$ cat src/rtl/core/smt_pkg.sv
// Shared types, codes and constants of the staged maturation tracker.
// Used by the tracker top level and by its divider unit; no dependencies.
package smt_pkg;

  localparam int ID_W            = 32;
  localparam int Q_W             = 17;
  localparam int STEP_W          = 20;
  localparam int LEN_W           = 20;
  localparam int RATE_W          = 17;
  localparam int LIMIT_W         = 11;
  localparam int CFG_W           = 20;
  localparam int DIV_DEN_W       = 20;
  localparam int DIV_Q_W         = 17;
  localparam int DIV_NUM_W       = DIV_DEN_W + DIV_Q_W;
  localparam int DEF_MAX_ENTRIES = 1024;

  localparam logic [Q_W-1:0]     ONE_Q16        = 17'd65536;
  localparam logic [Q_W-1:0]     HALF_Q16       = 17'd32768;
  localparam logic [STEP_W-1:0]  PROGENITOR_LEN = 20'd100;
  localparam logic [STEP_W-1:0]  IMMATURE_LEN   = 20'd400;
  localparam logic [LEN_W-1:0]   EARLY_LEN      = 20'd500;
  localparam logic [LEN_W-1:0]   MIN_LEN        = 20'd501;

  localparam logic [LEN_W-1:0]   RST_LENGTH = 20'd1000;
  localparam logic [RATE_W-1:0]  RST_RATE   = 17'd6554;
  localparam logic [LIMIT_W-1:0] RST_LIMIT  = 11'd1024;

  typedef enum logic [1:0] {
    REG_LENGTH = 2'd0,
    REG_RATE   = 2'd1,
    REG_LIMIT  = 2'd2,
    REG_NONE   = 2'd3
  } reg_idx_t;

  typedef enum logic [1:0] {
    CMD_ADD    = 2'd0,
    CMD_TICK   = 2'd1,
    CMD_LOOKUP = 2'd2,
    CMD_NOP    = 2'd3
  } cmd_t;

  typedef enum logic [1:0] {
    STAGE_PROGENITOR  = 2'd0,
    STAGE_IMMATURE    = 2'd1,
    STAGE_INTEGRATING = 2'd2,
    STAGE_MATURE      = 2'd3
  } stage_t;

  typedef enum logic [2:0] {
    S_IDLE,
    S_READ,
    S_EVAL,
    S_DIV,
    S_PSTART,
    S_PWAIT,
    S_OUT
  } state_t;

  typedef struct packed {
    stage_t            stage;
    logic [STEP_W-1:0] step;
    logic [Q_W-1:0]    scale;
  } entry_t;

  typedef struct packed {
    logic                 start;
    logic [DIV_NUM_W-1:0] num;
    logic [DIV_DEN_W-1:0] den;
  } div_req_t;

  typedef struct packed {
    logic               done;
    logic [DIV_Q_W-1:0] quot;
  } div_rsp_t;

endpackage

$ cat src/rtl/core/smt_div.sv
// Restoring divider, one quotient bit per cycle, for the maturation tracker.
// Depends on smt_pkg; the quotient must fit in DIV_Q_W bits.
module smt_div
  import smt_pkg::*;
(
  input  logic     clk,
  input  logic     rst,
  input  div_req_t req,
  output div_rsp_t rsp
);

  logic [DIV_DEN_W-1:0] rem;
  logic [DIV_Q_W-1:0]   low_bits;
  logic [DIV_Q_W-1:0]   quot;
  logic [DIV_DEN_W-1:0] den;
  logic [4:0]           cnt;
  logic                 done;
  logic [DIV_DEN_W:0]   trial;
  logic                 fits;

  assign trial = {rem, low_bits[DIV_Q_W-1]};
  assign fits  = trial >= {1'b0, den};

  always_ff @(posedge clk) begin
    if (rst) begin
      cnt  <= '0;
      done <= 1'b0;
    end else begin
      done <= (cnt == 5'd1);
      if (req.start) begin
        cnt <= 5'(DIV_Q_W);
      end else if (cnt != '0) begin
        cnt <= cnt - 5'd1;
      end
    end
    if (req.start) begin
      rem      <= req.num[DIV_NUM_W-1:DIV_Q_W];
      low_bits <= req.num[DIV_Q_W-1:0];
      den      <= req.den;
      quot     <= '0;
    end else if (cnt != '0) begin
      rem      <= fits ? DIV_DEN_W'(trial - {1'b0, den}) : trial[DIV_DEN_W-1:0];
      low_bits <= {low_bits[DIV_Q_W-2:0], 1'b0};
      quot     <= {quot[DIV_Q_W-2:0], fits};
    end
  end

  assign rsp.done = done;
  assign rsp.quot = quot;

endmodule

$ cat config.mk
export PLATFORM = sky130hd
export DESIGN_NAME = smt_div
export DESIGN_NICKNAME = d
export VERILOG_FILES = /design/src/rtl/core/smt_pkg.sv /design/src/rtl/core/smt_div.sv
export SDC_FILE = /design/constraint.sdc
export NUM_CORES = 1
export LEC_CHECK = 0
export ABC_AREA = 1
export BUFFER_PORTS_ARGS = -buffer_cell sky130_fd_sc_hd__buf_4
export CAP_MARGIN = 30
export CORE_UTILIZATION = 45
export CTS_BUF_LIST = sky130_fd_sc_hd__clkbuf_8
export DETAILED_ROUTE_END_ITERATION = 8
export PLACE_DENSITY = 0.66
export SLEW_MARGIN = 30
export SYNTH_ARGS = -nofsm -noshare
export SYNTH_HDL_FRONTEND = slang
export SYNTH_SLANG_ARGS = --single-unit
$ cat constraint.sdc
create_clock -name clk -period 4.3 [get_ports clk]
set_clock_uncertainty 0.2 [all_clocks]
set_input_delay 1.29 -clock clk [delete_from_list [all_inputs] [get_ports clk]]
set_output_delay 1.29 -clock clk [all_outputs]
set_load 0.005 [all_outputs]
; ---- After elaboration in Yosys (flattened, before gate mapping)
; Index checks and enable logic that the tools add are counted.
[totals]
reg_bits = 80
in_bits = 60
out_inout_bits = 18
word_cells = 21
[classes]
n_addsub = 2
order_cmp = 1
n_eq_ne = 1
mux = 7
reduce_logical = 3
[ops]
columns = cell, n
row1 = $mux W20, 3
row2 = $mux W17, 2
row3 = $ge A21 B20 Y1, 1
row4 = $sub A20 B20 Y20, 1
row5 = $mux W5, 2
row6 = $eq A5 B1 Y1 const B, 1
row7 = $reduce_bool A5 Y1, 1
row8 = $sub A5 B1 Y5 const B, 1
row9 = $reduce_bool A2 Y1, 1
row10 = $reduce_or A2 Y1, 1

; ---- Longest topological paths before layout
; Gate-level depths: netlist (run 1).
[depth]
word_depth = 4
depth_mapped = 15
mapped_depth_nobuf = 15

; ---- Worst setup path after synthesis (run 1)
; OpenSTA, ideal clock, no wires.
[synth_timing]
path_kind = input to register
from = in req[57] (netlist bit)
to = reg low_bits[0], enable pin
setup_ns = 0.380
arrival_time_ns = 2.025
required_time_ns = 3.720
slack_ns = 1.694
stages = 3
path_buffers = 1
path_cell_list = nor2_1 -> inv_2 -> buf_2
[synth_between]
elab_chain_len = 1
[synth_lines]
columns = item, line_no
row1 = from (decl), smt_div.sv:8  ; input div_req_t req,
row2 = $reduce_bool A2 Y1 (no source line), --
row3 = to (signal assigned), smt_div.sv:38  ; low_bits <= req.num[DIV_Q_W-1:0];
row4 = to (signal assigned), smt_div.sv:43  ; low_bits <= {low_bits[DIV_Q_W-2:0], 1'b0};
row5 = to (decl), smt_div.sv:13  ; logic [DIV_Q_W-1:0] low_bits;
; No other way between the ends.
; A chain may end at the register's enable or synchronous reset.

; ---- Worst setup path after layout (run 1)
[layout_timing]
from = reg rem[14]
to = reg rem[17], data pin
[layout_between]
elab_chain_len = 4
word_cells_on_any_way = 5
cone_classes = add/sub (1) / order compare (1) / mux (3)
[layout_lines]
columns = item, line_no
row1 = from (decl), smt_div.sv:12  ; logic [DIV_DEN_W-1:0] rem;
row2 = from (signal assigned), smt_div.sv:37  ; rem <= req.num[DIV_NUM_W-1:DIV_Q_W];
row3 = from (signal assigned), smt_div.sv:42  ; rem <= fits ? DIV_DEN_W'(trial - {1'b0, den}) : trial[DIV_DEN_W-1:0];
row4 = $sub A20 B20 Y20 / $ge A21 B20 Y1 (equally long branches), "smt_div.sv:42, smt_div.sv:22"
row5 = $mux W20 (*), smt_div.sv:42
row6 = $mux W20 (*), smt_div.sv:41  ; end else if (cnt != '0) begin
row7 = $mux W20 (*), smt_div.sv:36  ; if (req.start) begin
; Mark *: on every way between the ends. The rest lies on a longest branch, timed or not. The select of a mux whose other input is x is not followed.

==> impl_metrics.ini, run 1 <==
[cells_and_area]
fillerInstances = 1013
final_nets = 767
syn2layout_area_growth_pct = 18.2
drive_gt1_share_pct = 18.3
diodes = 0

[clock_network]
cts_buffer_depth = 2
ctsHoldBuffers = 0
post_cts_resized = 0
clockRootBuffer = clkbuf_8
insertion_delay_ps = 360
clkTransAtPathRegs_ps = 100
cts_max_level = 3
cts_made_buffers = 9
cts_tree = built
cts_sinks = 80
post-cts-setup-buffer-count = 0

[timing]
relSlewSlack_pct = 50.3
hold_ws_ps = 267
tightest_slew_ps = 744
hold_viol_final = 0
rsz0062_at_grt = false
slew_violations = 0
min_period_over_period_pct = 66.0
final.setup.tns_ps = 0
period_minus_slack_ps = 2840
fmax_mhz = 352
setup_viol = 0

[die]
die_h_um = 105
initial_core_util_pct = 46.4
die_w_um = 105
core_sq_um = 10300
die-area_sq_um = 11100
rows = 37
io_pins = 78

[yosys]
yosys_warnings = 0
synthArstFlopShare_pct = 0
synth_edf_count = 57
syn_area_sq_um = 4790
synth_seq_area_share_pct = 45.4
avgSynthCellArea_sq_um = 7.89
yosys_most_used_dff = edfxtp_1
synth-seq-cells = 80
synth_nets = 691
syn_inst = 607
synthDistinctLibCells = 34

[routing]
drtIter0Drc = 184
vias = 3989
ant_nets = 0
first_pass_iters = 4
drc = 0
post_drt_via_cell_ratio = 4.84
wl_per_cell_um = 12.5
totalWireLength_um = 10300

[global_routing]
grt_max_degree = 39
antenna_found_initial = 0
overflow = 0
grt_pass1_vias = 3941
grt_pass1_wl_um = 17800
track_usage_pct = 20.3

[power_and_ir_drop]
power_leakage_uw = 0.00281
powerDensity_nw_per_um2 = 561
ir_worst_vdd_v = 0.000218

[setup_path]
critPathSlowestCell = nor2_2
required_ps = 4230
crit_path_cell_trace = ha_1 > nand2_1 > inv_1 > nand2_1 > nand2_1 > nand2_1 > nand2_1 > nor2_2 > buf_4 > nand3_2 > nand2_1 > clkinv_1 > nand2_1 > nand2_1
cp-start-kind = flop
crit_path_max_incr_delay_ps = 590
cp.arrival_ps = 2770
timing.critical_path.mode_cell = nand2_1
critPathMaxFanout = 14
path_class = flop to flop
crit_path_end_kind = flop

[job]
max_cap_viol_count = 0

[placement]
port-buffer-count = 77
place.gp.congestion = 0.891
dp_hpwl_um = 7590

[run_status]
status = complete, no violations

[hold_path]
hp-class = flop to flop
-- where the power goes --
part	leakage [uW]	switching (uW)	internal (uW)
combinational	0.00193	935	586
sequential	0.000775	77.4	1010
clock	0.000103	333	230
total	0.00281	1350	1830
-- metrics by stage --
step / setup WS (ps) / instance area [sq um] / util, % / total power [uW] / cells
floorplan: 1690 / 4790 / - / 2300 / 607
global placement: 1190 / 5460 / 52.9 / 2600 / 808
detailed placement: 1170 / 5460 / 52.9 / 2620 / 808
CTS: 1420 / 5660 / 54.8 / 3190 / 824
global route: 1220 / 5660 / 54.8 / 3470 / 824
finish: 1460 / 5660 / 54.8 / 3180 / 824
-- state kept, by name, indices dropped and copies added (netlist names) --
name / cells
cnt: 5
quot: 17
done: 1
low_bits: 17
rem: 20
den: 20
-- path summary, 6_finish.rpt --
| path | startpoint | to | slack [ps] | cells past startpoint |
|---|---|---|---|---|
| worst max-delay path | rem[14] | rem[17] | 1460 | 14 |
| worst min-delay path | quot[16] | quot[16] | 270 | 2 |
| worst min register to register | quot[16] | quot[16] | 270 | 2 |
| worst max register to register | rem[14] | rem[17] | 1460 | 14 |
-- layout make-up --
type                    instances  area [sq um]  area share, %
clock buffers                   9           124           2.19
flip-flops and latches         80          2170           38.4
inverters                     101           379           6.70
multi-input cells             409          2130           37.6
repair buffers                 82           616           10.9
well taps                     136           170           3.01
clock inverters                 7          73.8           1.30
-- metal layers --
| metal | vias up | GRT usage, % | part of all wire [%] | routed length, um |
|---|---|---|---|---|
| li1 | 2088 | - | - | - |
| met1 | 1782 | 26.7 | 47 | 4870 |
| met2 | 102 | 33.7 | 47 | 4820 |
| met3 | 17 | 3.62 | 4.8 | 495 |
| met4 | 0 | 6.84 | 1.4 | 145 |
| met5 | - | 0 | 0 | 0 |
-- cells in the mapped netlist, types with 2 or more instances --
cell / n / area, sq um
a21oi_1: 14 / 70.1
buf_1: 2 / 7.51
buf_2: 4 / 20.0
buf_4: 3 / 22.5
buf_6: 4 / 45.0
clkbuf_1: 4 / 15.0
clkinv_1: 3 / 11.3
dfxtp_1: 23 / 460
edfxtp_1: 57 / 1710
ha_1: 23 / 288
inv_1: 94 / 353
inv_2: 4 / 15.0
nand2_1: 224 / 841
nand2_2: 8 / 50.1
nand3_1: 32 / 160
nand3_2: 7 / 70.1
nand3b_1: 24 / 180
nand4_1: 3 / 18.8
nor2_1: 22 / 82.6
nor2_2: 4 / 25.0
nor3_1: 5 / 25.0
nor3_2: 2 / 20.0
o21ai_0: 8 / 40.0
o22ai_1: 15 / 93.8
xnor2_1: 8 / 70.1
xor2_1: 2 / 17.5
-- placed cells by master, fill, tap and decap left out, types with 7 or more instances in the layout --
| cell | n |
|---|---|
| a21oi_1 | 14 |
| buf_4 | 82 |
| clkbuf_8 | 9 |
| dfxtp_1 | 23 |
| edfxtp_1 | 57 |
| ha_1 | 23 |
| inv_1 | 94 |
| nand2_1 | 224 |
| nand2_2 | 8 |
| nand3_1 | 32 |
| nand3_2 | 7 |
| nand3b_1 | 24 |
| nor2_1 | 22 |
| o21ai_0 | 8 |
| o22ai_1 | 15 |
| xnor2_1 | 8 |
-- cells by family after synthesis --
group | after synthesis | synth area share (%)
and+or+nand+nor | 335 | 31.4
buffers and inverters | 118 | 10.2
DFF | 80 | 45.4
AOI/OAI and AO/OA | 40 | 4.76
adders and majority gates | 24 | 6.43
xor gates and xnor gates | 10 | 1.83
-- critical path, delay by kind of cell (launching register included) --
family	cells	cell delay, ps
AND/OR/NAND/NOR	10	1230
adder cells (fa/ha/maj)	1	380
flip-flops	1	400
buffers and inverters	3	410
Power figures use the tool's default switching activity.
==> run 2: changes to the inputs <==
- clock period: 4.3 -> 2.8 ns (I/O delays scaled with it)
==> run 2 against run 1 <==
- register-to-register slack worse by 1200 ps
- cell area is 0.62% higher
- utilization is 0.34 points higher
- via count is 0.38% lower
- non-clock buffer count is 3 higher
- power is 56% higher
- combinational power is 57% higher
- hold slack better by 31 ps
- critical path type unchanged
- critical endpoint unchanged
==> impl_metrics.ini, run 2 (synthesized netlist as in run 1, its figures left out) <==
[clock_network]
post_cts_resized = 0
post-cts-setup-buffer-count = 0
cts_sinks = 80
cts_max_level = 3
clkTransAtPathRegs_ps = 90
insertion_delay_ps = 360
clockRootBuffer = clkbuf_8
cts_tree = built
cts_buffer_depth = 2
cts_made_buffers = 9
ctsHoldBuffers = 0

[die]
io_pins = 78
die_h_um = 105
die-area_sq_um = 11100
die_w_um = 105
rows = 37
initial_core_util_pct = 46.4
core_sq_um = 10300

[setup_path]
cp.arrival_ps = 2450
r2r_slack_ps = 270
crit_buf_inv = 3
crit_start = rem[11]
crit_end = rem[17]
required_ps = 2720
crit_path_cell_trace = ha_1 > nand2_1 > inv_2 > nand2_1 > nand2_1 > a21oi_2 > nand2_2 > nand2_2 > buf_4 > nand3_2 > nand2_1 > clkinv_1 > nand2_1 > nand2_1
critPathSlowestCell = edfxtp_1
cp_num_cells = 14
r2r-end = rem[17]
crit_path_end_kind = flop
path_class = flop to flop
critical_path.top_delay_family = simple AND/OR/NAND/NOR gates
rr_startpoint = rem[11]
critPathMaxFanout = 9
crit_path_max_incr_delay_ps = 410
rr_worst_depth = 14
timing.critical_path.mode_cell = nand2_1
cp-start-kind = flop

[cells_and_area]
fillerInstances = 998
final_nets = 770
largestRegisters = den x20, rem x20
drive_gt1_share_pct = 18.7
layout_commonest_cell = nand2_1
syn2layout_area_growth_pct = 19.0
final_cell_mix = nand2_1 (224), inv_1 (94), buf_4 (85), edfxtp_1 (57), nand3_1 (32)
diodes = 0

[routing]
vias = 3974
wl_per_cell_um = 13.0
post_drt_via_cell_ratio = 4.81
ant_nets = 0
drtIter0Drc = 143
drc = 0
first_pass_iters = 4
totalWireLength_um = 10700

[timing]
hold_viol_final = 0
final.setup.tns_ps = 0
tightest_slew_ps = 633
period_minus_slack_ps = 2530
fmax_mhz = 396
min_period_over_period_pct = 90.2
rsz0062_at_grt = false
slew_violations = 0
setup_viol = 0
relSlewSlack_pct = 57.8
hold_ws_ps = 298

[global_routing]
overflow = 0
antenna_found_initial = 0
grt_max_degree = 54
grt_pass1_wl_um = 18200
grt_pass1_vias = 3922
track_usage_pct = 20.9

[hold_path]
hold_path_depth = 2
worstHoldStart = quot[2]
hp-class = flop to flop

[placement]
port-buffer-count = 77
place.gp.congestion = 0.931
dp_hpwl_um = 8060

[job]
max_cap_viol_count = 0

[power_and_ir_drop]
ir_worst_vdd_v = 0.000395
powerDensity_nw_per_um2 = 871
power_leakage_uw = 0.00283

[run_status]
status = complete, no violations
-- run 2: how the worst min path moves through the flow --
stage | endpoint | slack (ps)
floorplan | quot[16] | 250
global placement | quot[6] | 280
detailed placement | quot[16] | 270
CTS | quot[5] | 300
global route | quot[8] | 330
finish | quot[2] | 300
-- run 2: area by class of cell --
class | instances | area (sq um) | share of cell area (%)
clock buffers | 9 | 124 | 2.17
clock inverters | 7 | 83.8 | 1.47
inverters | 101 | 382 | 6.70
multi-input cells | 409 | 2130 | 37.3
flip-flops and latches | 80 | 2170 | 38.1
well taps | 136 | 170 | 2.99
repair buffers | 85 | 638 | 11.2
-- run 2: worst reg2reg max path: cells and delay by family, from the launching register on --
kind                       cells  cell delay [ps]
DFF                            1              410
buffers and inverters          3              350
adders and majority gates      1              390
AOI/OAI and AO/OA              1              160
and+or+nand+nor                9              770
-- run 2: layer usage --
metal / track usage (%) / share of wire, % / up-vias
met4: 7.24 / 1.6 / 0
li1: - / - / 2086
met2: 34.8 / 47 / 93
met3: 4.87 / 5.6 / 15
met1: 26.7 / 46 / 1780
met5: 0 / 0 / -
-- run 2: where the power goes --
group,leakage [uW],internal (uW),switching [uW]
logic,0.00195,910,1480
registers,0.000775,1560,106
clock network,0.000108,433,481
-- run 2: through the flow --
stage | worst slack (ps) | cells | util (%) | power (uW) | area, sq um
6_report | 274 | 827 | 55.2 | 4960 | 5700
3_5_place_dp | 277 | 811 | 53.2 | 4070 | 5490
4_1_cts | 274 | 827 | 55.2 | 4980 | 5700
2_1_floorplan | 644 | 607 | - | 3540 | 4790
5_1_grt | 20.9 | 827 | 55.2 | 5400 | 5700
3_3_place_gp | 318 | 811 | 53.1 | 4040 | 5490
==> run 3: changes to the inputs <==
- BUFFER_PORTS_ARGS: -buffer_cell sky130_fd_sc_hd__buf_4 -> -buffer_cell sky130_fd_sc_hd__buf_2
- CORE_UTILIZATION: 45 -> 50
- PLACE_DENSITY: 0.66 -> 0.72
==> run 3 against run 2 <==
- clock power down 7.4%
- non-clock buffer count down 1
- register-to-register slack worse by 60 ps
- critical endpoint unchanged
- sequential share of layout area up 1.4 points
- critical path depth unchanged
- maximum frequency down 2.4%
- global-route usage up 1.4 points
- highest routed layer unchanged
- sequential cell count unchanged
- via count up 0.43%
- first-iteration DRC count up 29%
- cell area down 3.5%
==> impl_metrics.ini, run 3 (synthesized netlist as in run 1, its figures left out) <==
[cells_and_area]
drive_gt1_share_pct = 18.6
largestRegisters = den x20, rem x20
syn2layout_area_growth_pct = 14.8
final_util_pct = 59.5
diodes = 0
layout_commonest_cell = nand2_1
final_nets = 769
final_cell_mix = nand2_1 (224), inv_1 (94), buf_2 (77), edfxtp_1 (57), nand3_1 (32)

[timing]
fmax_mhz = 387
rsz0062_at_grt = false
final.setup.tns_ps = 0
hold_viol_final = 0
period_minus_slack_ps = 2590
setup_viol = 0
min_period_over_period_pct = 92.4
slew_violations = 0
fin_ws_ps = 213
relSlewSlack_pct = 57.5
tightest_slew_ps = 638

[global_routing]
grt_pass1_vias = 3834
overflow = 0
grt_pass1_wl_um = 17500
grt_max_degree = 54
antenna_found_initial = 0
track_usage_pct = 22.4

[setup_path]
path_class = flop to flop
r2r_slack_ps = 210
required_ps = 2730
critical_path.top_delay_family = simple AND/OR/NAND/NOR gates
cp.arrival_ps = 2510
cp-start-kind = flop
crit_buf_inv = 3
crit_path_end_kind = flop
crit_path_max_incr_delay_ps = 410
crit_path_cell_trace = ha_1 > nand2_2 > inv_1 > nand2_1 > nand3_2 > nand2_2 > nand2_2 > nand2_2 > buf_4 > nand3_2 > nand2_1 > clkinv_1 > nand2_1 > nand2_1
critPathSlowestCell = edfxtp_1
critPathMaxFanout = 13

[placement]
place.gp.congestion = 0.887
dp_hpwl_um = 7680
place_ws_ps = 205
port-buffer-count = 77

[hold_path]
hp-class = flop to flop

[die]
io_pins = 78
core_sq_um = 9240
die_w_um = 99.8
rows = 35
initial_core_util_pct = 51.8
die_h_um = 99.8
die-area_sq_um = 9970

[clock_network]
cts_tree = built
cts_max_level = 3
clkTransAtPathRegs_ps = 100
clockRootBuffer = clkbuf_8
insertion_delay_ps = 360
cts_buffer_depth = 2
cts_sinks = 80
cts_made_buffers = 9
post-cts-setup-buffer-count = 0

[power_and_ir_drop]
powerDensity_nw_per_um2 = 884
ir_worst_vdd_v = 0.000399
power_leakage_uw = 0.00277

[job]
max_cap_viol_count = 0

[routing]
post_drt_via_cell_ratio = 4.87
ant_nets = 0
totalWireLength_um = 10200
first_pass_iters = 4
vias = 3991
drc = 0
drtIter0Drc = 185
wl_per_cell_um = 12.5

[run_status]
status = complete, no violations
==> run 3: changes by cell type in the layout (fill, tap and decap cells not counted) <==
cell	change
buf_12	+1
buf_2	+77
buf_4	-79
bufinv_16	-1
clkinv_2	-1
clkinv_4	+1
clkinv_8	+1
inv_4	+1
inv_6	-1
nand2_4	-1
nand2_8	+1
==> run 3: report_power, final <==
part / leakage [uW] / total (uW) / switching, uW / internal [uW]
clock network: 0.000101 / 846 / 496 / 351
logic: 0.00190 / 2350 / 1460 / 891
registers: 0.000775 / 1660 / 105 / 1560
==> run 3: final timing paths <==
kind	startpoint	end	depth (start not counted)
setup / recovery	rem[3]	rem[17]	14
hold / removal	quot[16]	quot[16]	2
setup reg to reg	rem[3]	rem[17]	14
hold reg to reg	quot[16]	quot[16]	2
==> run 3: metal layers <==
metal | global-route usage [%] | vias up | routed length [um]
met5 | 0 | - | 0
met4 | 6.67 | 0 | 133
met3 | 4.60 | 14 | 446
met2 | 36.9 | 91 | 4870
met1 | 29.7 | 1791 | 4780
li1 | - | 2095 | -
==> run 3: metrics by stage <==
stage          std cells  area, sq um  hold WS, ps  power, uW
6_report             819         5500          263       4860
5_1_grt              819         5500          303       5290
4_1_cts              819         5490          268       4860
3_5_place_dp         803         5290          245       4010
3_3_place_gp         803         5290          265       3960
2_1_floorplan        607         4790          252       3540
==> run 3: timing repair <==
action / in CTS / in global routing
hold buffers: 0 / 0
resized for setup: 0 / 1
setup endpoints to repair: 0 / 2
==> run 3: layout make-up <==
cell class                      instances  area [sq um]
Clock buffer                            9           124
Inverter                              101           382
Multi-Input combinational cell        409          2130
Clock inverter                          7          71.3
Tap cell                              129           161
Sequential cell                        80          2170
Fill cell                             883          3740
Timing Repair Buffer                   84           450
==> run 3: worst reg2reg max path, delay by kind of cell (launching register included) <==
family,cells,cell delay [ps]
simple gates,10,1040
flops,1,410
fa+ha+maj,1,380
buf+inv,3,320
